[src/design/dcpc_ram.sv]
// dcpc_ram: generic single write port, single read port ram
// read data is registered; no dependencies
`default_nettype none

module dcpc_ram #(
  parameter int unsigned WIDTH = 8,
  parameter int unsigned DEPTH = 64
) (
  input  wire                         clk,
  input  wire                         we,
  input  wire  [$clog2(DEPTH)-1:0]    waddr,
  input  wire  [WIDTH-1:0]            wdata,
  input  wire  [$clog2(DEPTH)-1:0]    raddr,
  output logic [WIDTH-1:0]            rdata
);

  logic [WIDTH-1:0] mem [DEPTH];

  // write port and registered read
  always_ff @(posedge clk) begin
    if (we) begin
      mem[waddr] <= wdata;
    end
    rdata <= mem[raddr];
  end

endmodule

`default_nettype wire

[config.mk]
export PLATFORM = sky130hd
export DESIGN_NAME = dcpc_ram
export DESIGN_NICKNAME = d
export VERILOG_FILES = /design/src/design/dcpc_ram.sv
export SDC_FILE = /design/constraint.sdc
export NUM_CORES = 1
export LEC_CHECK = 0
export BUFFER_PORTS_ARGS = -buffer_cell sky130_fd_sc_hd__buf_2
export CORE_MARGIN = 3
export CORE_UTILIZATION = 50
export CTS_BUF_LIST = sky130_fd_sc_hd__clkbuf_16
export DETAILED_ROUTE_END_ITERATION = 6
export GPL_TIMING_DRIVEN = 0
export PLACE_DENSITY_LB_ADDON = 0.08
export SLEW_MARGIN = 20
export SYNTH_ARGS = -nofsm -noshare
export SYNTH_HDL_FRONTEND = slang
export SYNTH_SLANG_ARGS = --single-unit
[constraint.sdc]
create_clock -name clk -period 4.1 [get_ports clk]
set_clock_uncertainty 0.15 [all_clocks]
set_input_delay 0.41 -clock clk [delete_from_list [all_inputs] [get_ports clk]]
set_output_delay 0.41 -clock clk [all_outputs]
set_load 0.02 [all_outputs]
==> flow_summary.ini <==
[power_and_ir_drop]
switching_share_pct = 21.0
netSwitchingPower_uw = 2310
pwr-share-seq_pct = 53.6
cellPowerDensity_mw_per_mm2 = 486
clock_power_share_pct = 40.9
pwr-share-comb_pct = 5.5
p_int_uw = 8680
power_leakage_uw = 0.00704
peakVddDrop_v = 0.000383

[layout]
fillerInstances = 2981
fin_nets = 1038
sequential_cell_area_mm2 = 0.0155
drive_above_1_share_pct = 25.0
final_area_mm2 = 0.0226
most_frequent_standard_cell_in_the_layout_excluding_fill_and_tap_cells = sky130_fd_sc_hd__edfxtp_1
post-route-util_pct = 57.5
layout.cells.most_common_list = sky130_fd_sc_hd__edfxtp_1 (512), sky130_fd_sc_hd__mux4_2 (126), sky130_fd_sc_hd__nor2_1 (83)
area_growth_syn_to_layout_pct = 12.0
multiInputGateArea_mm2 = 0.00433

[placement]
placed_cell_area_mm2 = 0.0210
port-buffer-count = 21
finalWeightedCongestion = 0.869
detailed_place_hpwl_um = 30300

[sta]
setup_tns_ns = 0
rsz_0062_raised_after_global_routing = false
max-slew-margin-rel_pct = 29.2
fmax_mhz = 331
worst_hold_slack_ns = 0.190
final.period_utilization_pct = 73.7
maxSlewViolCount = 0
final-hold-violation-count = 0
worstMarginPinSlew_ns = 1.06
timing.final.setup_violations = 0
timing.final.crit_period_ns = 3.02

[die]
floorplan.initialDensity_pct = 51.3
core_area_mm2 = 0.0393
io-pin-count = 30
dieHeight_um = 207
rows = 72
die_area_mm2 = 0.0428
fp.dieW_um = 207

[critical_path]
reg2regPathDepth = 4
r2r_start = mem[2][3]
worst_setup_path_start_kind = primary input
worst-path-max-fanout = 10
critical_path_arrival_ns = 3.26
cp.required_ns = 4.34
crit-reg2reg-capture = rdata[3]
timing.setup.critical_path_class = in -> reg
critical_path_capture_point_type = flip-flop
rrSetupSlack_ns = 1.60

[drt]
detail_route.drc_violations = 0
drtIter0Drc = 973
detail_route.wirelength_um = 48300
detail_route.vias_per_cell = 6.17
drt-wirelength-per-cell_um = 30.7
dr_total_vias = 9725
ant_nets = 0
detailedRoute.firstPassIterationCount = 6

[synthesis]
ys_seq_elements = 520
post-synth-top-area-cell = sky130_fd_sc_hd__edfxtp_1
synth.avg_cell_area_um2 = 21.5
synth-seq-area-share_pct = 77.0
netlist.area_leader.share_pct = 76.2
synth_edf_count = 512
ys_warn_count = 0
netlist-cell-type-count = 40
syn-num-nets = 962
post_synth_main_area_contributors = sky130_fd_sc_hd__edfxtp_1 (76%), sky130_fd_sc_hd__mux4_2 (14%), sky130_fd_sc_hd__nor2_1 (1.5%), sky130_fd_sc_hd__mux2i_1 (1.1%), sky130_fd_sc_hd__dfxtp_1 (0.79%)
post_synth_instance_area_mm2 = 0.0202
synth_top_flop_cell = sky130_fd_sc_hd__edfxtp_1
synthesis.instances = 940
asyncSetResetFlopFracSynth_pct = 0

[global_route]
initial_antenna_violation_count = 0
grt_pass1_vias = 9777
groute.usage.overall_pct = 23.3
maximum_number_of_pins_on_one_net_before_global_route_repair = 65
total_overflow_reported_by_the_global_router = 0
grt_first_pass_wirelength_um = 69400

[flow_run]
drv_cap = 0

[clock_tree]
clock-sinks = 520
clk_pin_slew_worst_paths_ns = 0.06
ctsResizeCount = 0
post_cts_buffers = 0
clock_h_tree_levels = 2
cts-hold-fix-buffers = 0
cts_buffers = 52
worstSkewPairLatency_ns = 0.59
clock_tree.root_cell = sky130_fd_sc_hd__clkbuf_16
tritoncts = built
clockBufferDepth = 3

[status]
outcome = finished clean

[min_path]
min-delay-start = wdata[3]
worst_hold_path.endpoint = mem[16][3]
min_path_cells = 1
hold_path_class = in -> reg
[worst max-delay path by stage]
| stage | startpoint | to | cells after the start | slack (ns) |
|---|---|---|---|---|
| floorplan | raddr[1] | rdata[3] | 7 | 1.87 |
| global placement | raddr[2] | rdata[3] | 7 | 0.62 |
| detailed placement | raddr[2] | rdata[5] | 7 | 0.63 |
| CTS | raddr[2] | rdata[5] | 7 | 1.22 |
| global route | raddr[1] | rdata[6] | 8 | 1.10 |
| finish | raddr[2] | rdata[5] | 7 | 1.08 |
[kinds of logic (layout without fill, tap and decap cells)]
logic type,Yosys count,count (layout),synth area share [%]
flops,520,520,77.0
mux,162,162,15.9
simple gates,153,153,3.39
compound gates,54,54,2.07
buf+inv,51,168,1.57
other cells,0,1,0
[critical path: stages]
cell	delay, ns
sky130_fd_sc_hd__buf_2	0.20
sky130_fd_sc_hd__buf_4	0.28
sky130_fd_sc_hd__clkbuf_1	0.70
sky130_fd_sc_hd__buf_2	0.51
sky130_fd_sc_hd__o221ai_1	0.20
sky130_fd_sc_hd__o21a_1	0.19
sky130_fd_sc_hd__o41ai_1	0.75
[power by group through the flow]
stage          Sequential, µW  Combinational, µW  Clock, µW
2_1_floorplan            6020                314          0
3_3_place_gp             6010                591          0
3_5_place_dp             6010                601          0
4_1_cts                  5890                603       4580
5_1_grt                  5890                631       4790
6_report                 5890                599       4490
[sequential cells by signal, summed over array words and instances, names as in the netlist]
| register | flops |
|---|---|
| mem | 512 |
| rdata | 8 |
[synth_stat cells (4+ instances only)]
cell	number
sky130_fd_sc_hd__clkbuf_1	17
sky130_fd_sc_hd__nand2b_1	7
sky130_fd_sc_hd__mux2_2	13
sky130_fd_sc_hd__nand2_1	19
sky130_fd_sc_hd__buf_4	13
sky130_fd_sc_hd__o221ai_1	8
sky130_fd_sc_hd__mux4_2	126
sky130_fd_sc_hd__mux2i_1	23
sky130_fd_sc_hd__nor3_1	7
sky130_fd_sc_hd__a211oi_1	4
sky130_fd_sc_hd__edfxtp_1	512
sky130_fd_sc_hd__a221oi_1	6
sky130_fd_sc_hd__nand3_1	13
sky130_fd_sc_hd__nor2_1	83
sky130_fd_sc_hd__buf_2	11
sky130_fd_sc_hd__nor2b_1	14
sky130_fd_sc_hd__dfxtp_1	8
sky130_fd_sc_hd__buf_6	4
sky130_fd_sc_hd__buf_1	4
sky130_fd_sc_hd__o22ai_1	8
[layout make-up]
| type | instances | area share [%] |
|---|---|---|
| sequential | 520 | 68.8 |
| multi-input combinational | 369 | 19.2 |
| clock buffer | 53 | 5.87 |
| tap | 518 | 2.87 |
| buffer | 51 | 1.40 |
| clock inverter | 42 | 1.27 |
| timing repair buffer | 22 | 0.632 |
| antenna | 1 | 0.0111 |
[metal layers]
layer  up-vias  part of all wire [%]  track usage (%)
li1       4088                     -                -
met1      5195                    42             34.2
met2       366                    48             36.3
met3        76                   7.0             4.31
met4         0                   2.7             7.10
met5         -                     0                0
[per-stage QoR]
| stage | setup slack [ns] | instances | total power, µW |
|---|---|---|---|
| finish | 1.08 | 1576 | 11000 |
| global route | 1.10 | 1575 | 11300 |
| CTS | 1.22 | 1575 | 11100 |
| detailed placement | 0.634 | 1480 | 6610 |
| global placement | 0.619 | 1479 | 6600 |
| floorplan | 1.87 | 940 | 6330 |
Note: power is estimated with default switching activity, not from simulation.
